--- config.mk ---
export PLATFORM = sky130hd
export DESIGN_NAME = parc_ctrl
export DESIGN_NICKNAME = d
export VERILOG_FILES = /design/src/sv/parc_pkg.sv /design/src/sv/parc_ctrl.sv
export SDC_FILE = /design/constraint.sdc
export NUM_CORES = 1
export LEC_CHECK = 0
export ABC_AREA = 1
export BUFFER_PORTS_ARGS = -buffer_cell sky130_fd_sc_hd__buf_2
export CAP_MARGIN = 20
export CELL_PAD_IN_SITES_DETAIL_PLACEMENT = 1
export CELL_PAD_IN_SITES_GLOBAL_PLACEMENT = 2
export CORE_ASPECT_RATIO = 1.25
export CORE_MARGIN = 1.5
export CORE_UTILIZATION = 24
export CTS_CLUSTER_SIZE = 8
export DETAILED_ROUTE_END_ITERATION = 16
export PLACE_DENSITY_LB_ADDON = 0.1
export SLEW_MARGIN = 20
export SYNTH_ARGS = -nofsm -noshare
export SYNTH_HDL_FRONTEND = slang
export SYNTH_SLANG_ARGS = --single-unit
--- constraint.sdc ---
create_clock -name clk -period 1.2 [get_ports clk]
set_input_delay 0.18 -clock clk [delete_from_list [all_inputs] [get_ports clk]]
set_output_delay 0.18 -clock clk [all_outputs]
set_load 0.01 [all_outputs]
--- src/sv/parc_pkg.sv ---
// Shared constants, codes and control structs of the Pareto archive.
package parc_pkg;

	localparam int ARCHIVE_DEPTH = 64;
	localparam int FRACTION_BITS = 16;
	localparam int IDX_W         = $clog2(ARCHIVE_DEPTH);
	localparam int CNT_W         = $clog2(ARCHIVE_DEPTH + 1);
	localparam int VAL_W         = 48;
	localparam int DIFF_W        = VAL_W + 1;
	localparam int TOL_W         = 21;
	localparam int STATUS_W      = 2;
	localparam int OUT_CNT_W     = 7;
	localparam int CFG_IDX_W     = 2;
	localparam int S_TDATA_W     = 96;
	localparam int M_TDATA_W     = 16;

	// Tolerance reset values: round(2^FRACTION_BITS * k), saturated to the field.
	localparam longint unsigned FB_ONE  = 64'd1 << FRACTION_BITS;
	localparam longint unsigned TOL_MAX = (64'd1 << TOL_W) - 64'd1;
	localparam longint unsigned FST_RAW = (FB_ONE + 64'd500000000) / 64'd1000000000;
	localparam longint unsigned LT_RAW  = (FB_ONE + 64'd500) / 64'd1000;
	localparam longint unsigned SPT_RAW = (FB_ONE + 64'd5000) / 64'd10000;
	localparam logic [TOL_W-1:0] FST_RESET = TOL_W'((FST_RAW > TOL_MAX) ? TOL_MAX : FST_RAW);
	localparam logic [TOL_W-1:0] LT_RESET  = TOL_W'((LT_RAW > TOL_MAX) ? TOL_MAX : LT_RAW);
	localparam logic [TOL_W-1:0] SPT_RESET = TOL_W'((SPT_RAW > TOL_MAX) ? TOL_MAX : SPT_RAW);

	typedef enum logic [CFG_IDX_W-1:0] {
		CFG_FIRST_STRICT = 2'd0,
		CFG_LOOSE        = 2'd1,
		CFG_SAME_POINT   = 2'd2
	} cfg_idx_t;

	typedef enum logic [STATUS_W-1:0] {
		ST_INSERTED  = 2'd0,
		ST_DUPLICATE = 2'd1,
		ST_DOMINATED = 2'd2,
		ST_FULL      = 2'd3
	} status_t;

	typedef enum logic [3:0] {
		S_IDLE   = 4'b0001,
		S_SCAN   = 4'b0010,
		S_DRAIN  = 4'b0100,
		S_COMMIT = 4'b1000
	} ctrl_state_t;

	typedef struct packed {
		logic             load;
		logic             rd_en;
		logic [IDX_W-1:0] rd_addr;
		logic             commit;
	} parc_cmd_t;

	typedef struct packed {
		logic pipe_busy;
		logic out_free;
	} parc_sts_t;

endpackage

--- src/sv/parc_ctrl.sv ---
// Sequencer of the Pareto archive: accept, scan, drain, commit.
module parc_ctrl (
	input  logic                clk,
	input  logic                arst_n,
	input  logic                s_valid,
	output logic                s_ready,
	output parc_pkg::parc_cmd_t cmd,
	input  parc_pkg::parc_sts_t sts
);
	import parc_pkg::*;

	ctrl_state_t      state_q, state_d;
	logic [IDX_W-1:0] idx_q;
	logic             last_idx;

	assign last_idx = (idx_q == IDX_W'(ARCHIVE_DEPTH - 1));

	always_comb begin
		state_d = state_q;
		case (state_q)
			S_IDLE: begin
				if (s_valid) state_d = S_SCAN;
			end
			S_SCAN: begin
				if (last_idx) state_d = S_DRAIN;
			end
			S_DRAIN: begin
				if (!sts.pipe_busy) state_d = S_COMMIT;
			end
			S_COMMIT: begin
				if (sts.out_free) state_d = S_IDLE;
			end
			default: state_d = S_IDLE;
		endcase
	end

	always_ff @(posedge clk or negedge arst_n) begin
		if (!arst_n) begin
			state_q <= S_IDLE;
			idx_q   <= '0;
		end else begin
			state_q <= state_d;
			if (state_q == S_IDLE) begin
				idx_q <= '0;
			end else if (state_q == S_SCAN) begin
				idx_q <= idx_q + 1'b1;
			end
		end
	end

	assign s_ready     = (state_q == S_IDLE);
	assign cmd.load    = s_valid && (state_q == S_IDLE);
	assign cmd.rd_en   = (state_q == S_SCAN);
	assign cmd.rd_addr = idx_q;
	assign cmd.commit  = (state_q == S_COMMIT) && sts.out_free;
endmodule

==> results of run 1 <==
[registers in the layout (all words and copies together) (netlist names)]
signal   count
idx_q        6
state_q      4
[layout by cell type (no fill, tap or decap)]
| master | count |
|---|---|
| nand3_1 | 8 |
| clkbuf_1 | 1 |
| inv_4 | 1 |
| nand2_1 | 14 |
| nor2_2 | 7 |
| nand2_4 | 1 |
| nand4_1 | 1 |
| nor2_1 | 7 |
| buf_4 | 17 |
| dfstp_2 | 1 |
| nand2_2 | 3 |
| ha_1 | 1 |
| dfrtp_1 | 9 |
| buf_6 | 6 |
| o21ai_2 | 2 |
| o22ai_2 | 1 |
| clkbuf_4 | 3 |
| dlygate4sd3_1 | 1 |
| nand3_2 | 3 |
| and2_1 | 1 |
| xnor2_1 | 1 |
| o21ai_1 | 2 |
| inv_1 | 10 |
| buf_2 | 11 |
| a21oi_1 | 1 |
| inv_2 | 3 |
[stage by stage]
step                      instances  cell area (sq um)  setup slack (ns)  hold WS [ns]
after floorplan                  77              559.3          0.007275       -0.1156
after global placement          132              743.2          -0.02115       0.06319
after detailed placement        132              743.2          -0.07547       0.06450
after CTS                       144              888.4           -0.2828        0.1647
after global routing            147              933.4           -0.3111        0.2003
final                           147              933.4           -0.2508        0.1654
[layout make-up]
cell class	instances	area (sq um)	share of cell area
Multi-Input combinational cell	53	301.5	0.3231
Timing Repair Buffer	35	260.3	0.2788
Sequential cell	10	251.5	0.2694
Inverter	14	55.05	0.05898
Tap cell	31	38.79	0.04155
Clock buffer	4	26.28	0.02815
[power breakdown]
part | internal (mW) | switching [mW]
logic | 0.715 | 0.669
registers | 0.438 | 0.0689
clock network | 0.129 | 0.129
total | 1.28 | 0.867
[how the worst max path moves through the flow]
stage	start	end	slack, ns	depth (start not counted)
after detailed placement	state_q[0]$_DFFE_PN1P_	cmd[8]	-0.08	7
after CTS	state_q[0]$_DFFE_PN1P_	cmd[8]	-0.28	7
final	state_q[0]$_DFFE_PN1P_	cmd[8]	-0.25	7
after floorplan	idx_q[0]$_DFFE_PN0P_	state_q[3]$_DFFE_PN0P_	0.007	7
after global placement	state_q[0]$_DFFE_PN1P_	cmd[8]	-0.02	7
after global routing	state_q[0]$_DFFE_PN1P_	cmd[8]	-0.31	7
[what timing repair did]
item / CTS / global route
buffers inserted: 7 / 3
endpoints found under the setup margin: 11 / 14
gates cloned: 0 / 0
hold endpoints to repair: 9 / 0
hold buffers: 1 / 0
resized for setup: 19 / 7
pin swaps: 4 / 3
[per-layer routing]
metal / share of wire / routed length, um / vias up
met5: 0 / 0 / -
met4: 0.024 / 40 / 0
met3: 0.026 / 44 / 5
met2: 0.58 / 981 / 9
met1: 0.37 / 631 / 306
li1: - / - / 318
[tightest hold or removal path, stage by stage]
cell,delay [ns]
buf_2,0.11
nor2_2,0.05
inv_1,0.05
nand2_1,0.05
[cell families after synthesis]
logic type,Yosys count,synth area share
adder cells (fa/ha/maj),1,0.02237
AND/OR/NAND/NOR,45,0.3624
buffers and inverters,14,0.09396
flip-flops,10,0.4497
XOR/XNOR,1,0.01566
AO/OA/AOI/OAI,6,0.05593
==> metrics, run 1 <==
Leakage 0.4997 nW; Die Height between 50 and 60 um; post-route clock period utilization 1.209; Main synth FF type dfrtp_1; initial DRC count 4; TritonCTS clock tree yes; vias post-DR roughly 640; commonest cells in the netlist 17 x nand2_1, 13 x inv_1, 11 x nor2_1; number of port buffers 14; async set or reset register ratio after synthesis 1.000; Most common cell on crit path inv_2; FILL cells between 200 and 300; synth unique cells 17; drt pass-1 iters 2; I/O pin cnt 15; category of the most critical setup path reg -> out; clock skew between 0.0008 and 0.0009 ns; Max stage delay cell, worst path dfstp_2; max_slew headroom 0.8297; syn_nets 83; Core Region 0.002211 sq mm; share of cells above drive strength 1 0.5086; Worst setup SP type flop; vias per cell 4.340; Setup-failing EPs final 14; Pins Over Slew Limit 0; met3 usage 0.02848; average wire per standard cell between 10 and 15 um; Worst VDD drop 0.8717 mV; H-tree Lvls 1; global route overflow 0; ranking of synthesized cells by area dfrtp_1 40%, nand2_1 11%, nand3_1 8.9%; Endpoint, Worst Hold state_q[0]$_DFFE_PN1P_; run status finished with violations; DRT antenna net count 0; leading area contributor after synthesis dfrtp_1; clk buf depth 2; gr usage total 0.1552; CTS Root Cell clkbuf_4; die area 0.002631 sq mm; crit path max fanout 3; DRC 0; Final HPWL DP 1209 um; Max-Cap Viols 0; Final Hold Viols 0; final worst slack -0.2508 ns; gr busiest metal met2; total power 2.148 mW; Die Wd 46.18 um; clock latency on the worst-skew pair 0.27 ns; failing checks negative setup slack; sequential element share of the synthesized area 0.4497; std cell rows 19; vias in the first global route 685; arrival time at the worst endpoint 1.27 ns; initial antenna violation count 0; Mapped Cells 77; Total Routed Length 1697 um; Crit path max-delay family flip-flops; Avg Inst Size Synth 7.263 sq um; Ant. Diodes 0; Synth Register Bits 10; GP Congestion 0.6730; setup repair after global routing missed its margin true; count leader, synth nand2_1; first-pass GRT wire length between 2000 and 3000 um; crit-path cells inv_2 -> nor2_2 -> nand2_2 -> inv_2 -> nand2_2 -> inv_2 -> buf_6; CP Capture Type primary output; synth warn 0; WHS Path Cells 4; EDFF count, synth 0; Synth Cell Area approximately 560 sq um; fin crit period 1.451 ns; setup TNS -2.215 ns; Critical R2R Capture state_q[2]$_DFFE_PN0P_; grt met1 use 0.1577; largest net degree at the start of global routing 11; Worst Hold Class in -> reg; hold_sp s_valid; Worst Tran Pin Value around 0.25 ns; initial core utilization 0.2530; Fmax 689.3 MHz; number of buffers and inverters on the critical path 4; worst reg2reg startpoint state_q[0]$_DFFE_PN1P_; max incr delay on CP 0.55 ns; Power Dens Cells 2301 mW/mm^2; fin util 0.4222; clk slew on worst S/H paths 0.07 ns; clock buffer count from CTS 3; clock sink count 10; Req. time, crit path 1.02 ns; fin nets roughly 120; top cell type's share of synthesized area 0.4027; area grow syn2layout 66.89%; met2 Resource Use GR 0.2857; FF-to-FF path depth 9; reg2reg setup slack -0.20 ns
Note: power is estimated with default switching activity, not from simulation.
==> run 2: changes to the inputs <==
Settings changed: BUFFER_PORTS_ARGS -buffer_cell sky130_fd_sc_hd__buf_2 to -buffer_cell sky130_fd_sc_hd__buf_4, CORE_UTILIZATION 24 to 26.
Clock period 1.2 ns to 1.35 ns, I/O delays scaled along.
==> metrics, run 2 (synthesis gave the netlist of run 1 again) <==
area grow syn2layout 52.35%; clock sink count 10 (unchanged); max_slew headroom 0.8481 (+0.01839); met2 WL 904 um (-7.8%); pre-CTS setup slack 0.03171 ns (+0.1072 ns); Final Hold Viols 0 (unchanged); DRT antenna net count 0 (unchanged); FILL cells 264 (-10%); Final Non-Filler Cells 125 (-15%); Fmax 678.0 MHz; failing checks negative setup slack; clk buf depth 2 (unchanged); number of port buffers 14 (unchanged); Setup-failing EPs final 4 (-10); max reg flops 6 (unchanged); clock skew 0.009437 ns (+0.008591 ns); largest registers idx_q (6), state_q (4); Sequential Area 251.5 sq um (unchanged); CTS Root Cell clkbuf_4; Die Height 54.86 um (-3.7%); Req. time, crit path 1.15 ns (+0.13 ns); die area 0.002440 sq mm (-7.2%); share of cells above drive strength 1 0.4190 (-0.08957); H-tree Lvls 1 (unchanged); Leakage 0.4559 nW (-8.8%); Worst Tran Pin Value 0.2271 ns (-0.02748 ns); vias per cell 4.704 (+8.4%); FF-to-FF path depth 8 (-1); Top Metal Used met4; design area 852.1 sq um (-8.7%); WHS Path Cells 4 (unchanged); Worst VDD drop 0.8776 mV (+0.68%); CP Capture Type primary output; hold slack 0.1575 ns (-0.007854 ns); setup TNS -0.2905 ns (+1.925 ns); gr usage total 0.1553 (about the same); vias in the first global route 573 (-16%); fin crit period 1.475 ns; Placement Cell Area 719.4 sq um (-3.2%); first-pass GRT wire length 2539 um (-14%); vias post-DR 588 (-7.8%); most frequent cells in the layout 21 x buf_4, 14 x nand2_1, 10 x inv_1, 10 x nand3_1, 9 x dfrtp_1; Worst Hold Class in -> reg; crit path max fanout 3 (unchanged); global route overflow 0 (unchanged); met3 routed WL 37 um (-16%); Max-Cap Viols 0 (unchanged); area of the multi-input gates 294.0 sq um (-2.5%); setup repair after global routing missed its margin true; commonest non-fill, non-tap cell in the layout buf_4; I/O pin cnt 15 (unchanged); largest reg by FF count idx_q; average wire per standard cell 12.86 um (+11%); std cell rows 18 (-1); category of the most critical setup path reg -> out; clock latency on the worst-skew pair 0.27 ns (about the same); largest net degree at the start of global routing 11 (unchanged); fin util 0.4251 (+0.002910); Die Wd 44.49 um (-3.7%); run status finished with violations; Pins Over Slew Limit 0 (unchanged); final worst slack -0.1250 ns (+0.1258 ns); initial antenna violation count 0 (unchanged); DRC 0 (unchanged); Final HPWL DP 1165 um (-3.6%); initial DRC count 3 (-1); TritonCTS clock tree yes; Power Dens Cells 2011 mW/mm^2 (-13%); fin nets 112 (-8.9%); post-route clock period utilization 1.093; clock buffer count from CTS 3 (unchanged); arrival time at the worst endpoint 1.27 ns (about the same); Total Routed Length 1607 um (-5.3%); placed cells 115 (-13%); Ant. Diodes 0 (unchanged); initial core utilization 0.2790 (+0.02606); Met1 Wirelength 651 um (+3.2%); Core Region 0.002004 sq mm (-9.3%); clk slew on worst S/H paths 0.08 ns (about the same); GP Congestion 0.6909 (+2.7%); Worst setup SP type flop; drt pass-1 iters 5 (+3); total power 1.713 mW (-20%)
==> run 2: report_power, final <==
| part | internal [mW] | switching (mW) | total [mW] |
|---|---|---|---|
| registers | 0.389 | 0.0702 | 0.460 |
| logic | 0.443 | 0.530 | 0.973 |
| clock network | 0.164 | 0.117 | 0.281 |
| total | 0.996 | 0.717 | 1.71 |
==> run 2: layout make-up <==
class	instances	share of cell area
timing repair buffer	24	0.2232
clock buffer	4	0.04258
tap	20	0.02937
multi-input combinational	53	0.3451
inverter	14	0.06461
sequential	10	0.2952
==> run 2: path summary, 6_finish.rpt <==
path / end / slack (ns) / from
max: cmd[8] / -0.13 / state_q[0]$_DFFE_PN1P_
min in group asynchronous: idx_q[3]$_DFFE_PN0P_ / 0.29 / arst_n
min: state_q[0]$_DFFE_PN1P_ / 0.16 / s_valid
min reg2reg: idx_q[0]$_DFFE_PN0P_ / 0.59 / idx_q[0]$_DFFE_PN0P_
max in group asynchronous: state_q[0]$_DFFE_PN1P_ / 0.84 / arst_n
max reg2reg: state_q[3]$_DFFE_PN0P_ / 0.03 / state_q[0]$_DFFE_PN1P_
==> run 2: routing by layer <==
metal  GRT usage  vias to the layer above
li1            -                      295
met1      0.1540                      284
met2      0.2874                        7
met3     0.03960                        2
met4     0.09091                        0
met5           0                        -
==> run 2: critical path: stages (launching register included) <==
cell and delay [ns]:
dfstp_2 0.56, inv_2 0.04, nor2_2 0.08, nand2_2 0.07
inv_2 0.06, nand2_2 0.05, inv_2 0.05, buf_6 0.09
==> run 2: timing repair <==
action	CTS	global route
gates resized for setup	9	10
pin swaps	3	5
buffers inserted	3	3
endpoints found under the hold margin	10	0
endpoints found under the setup margin	4	11
hold buffers	1	0
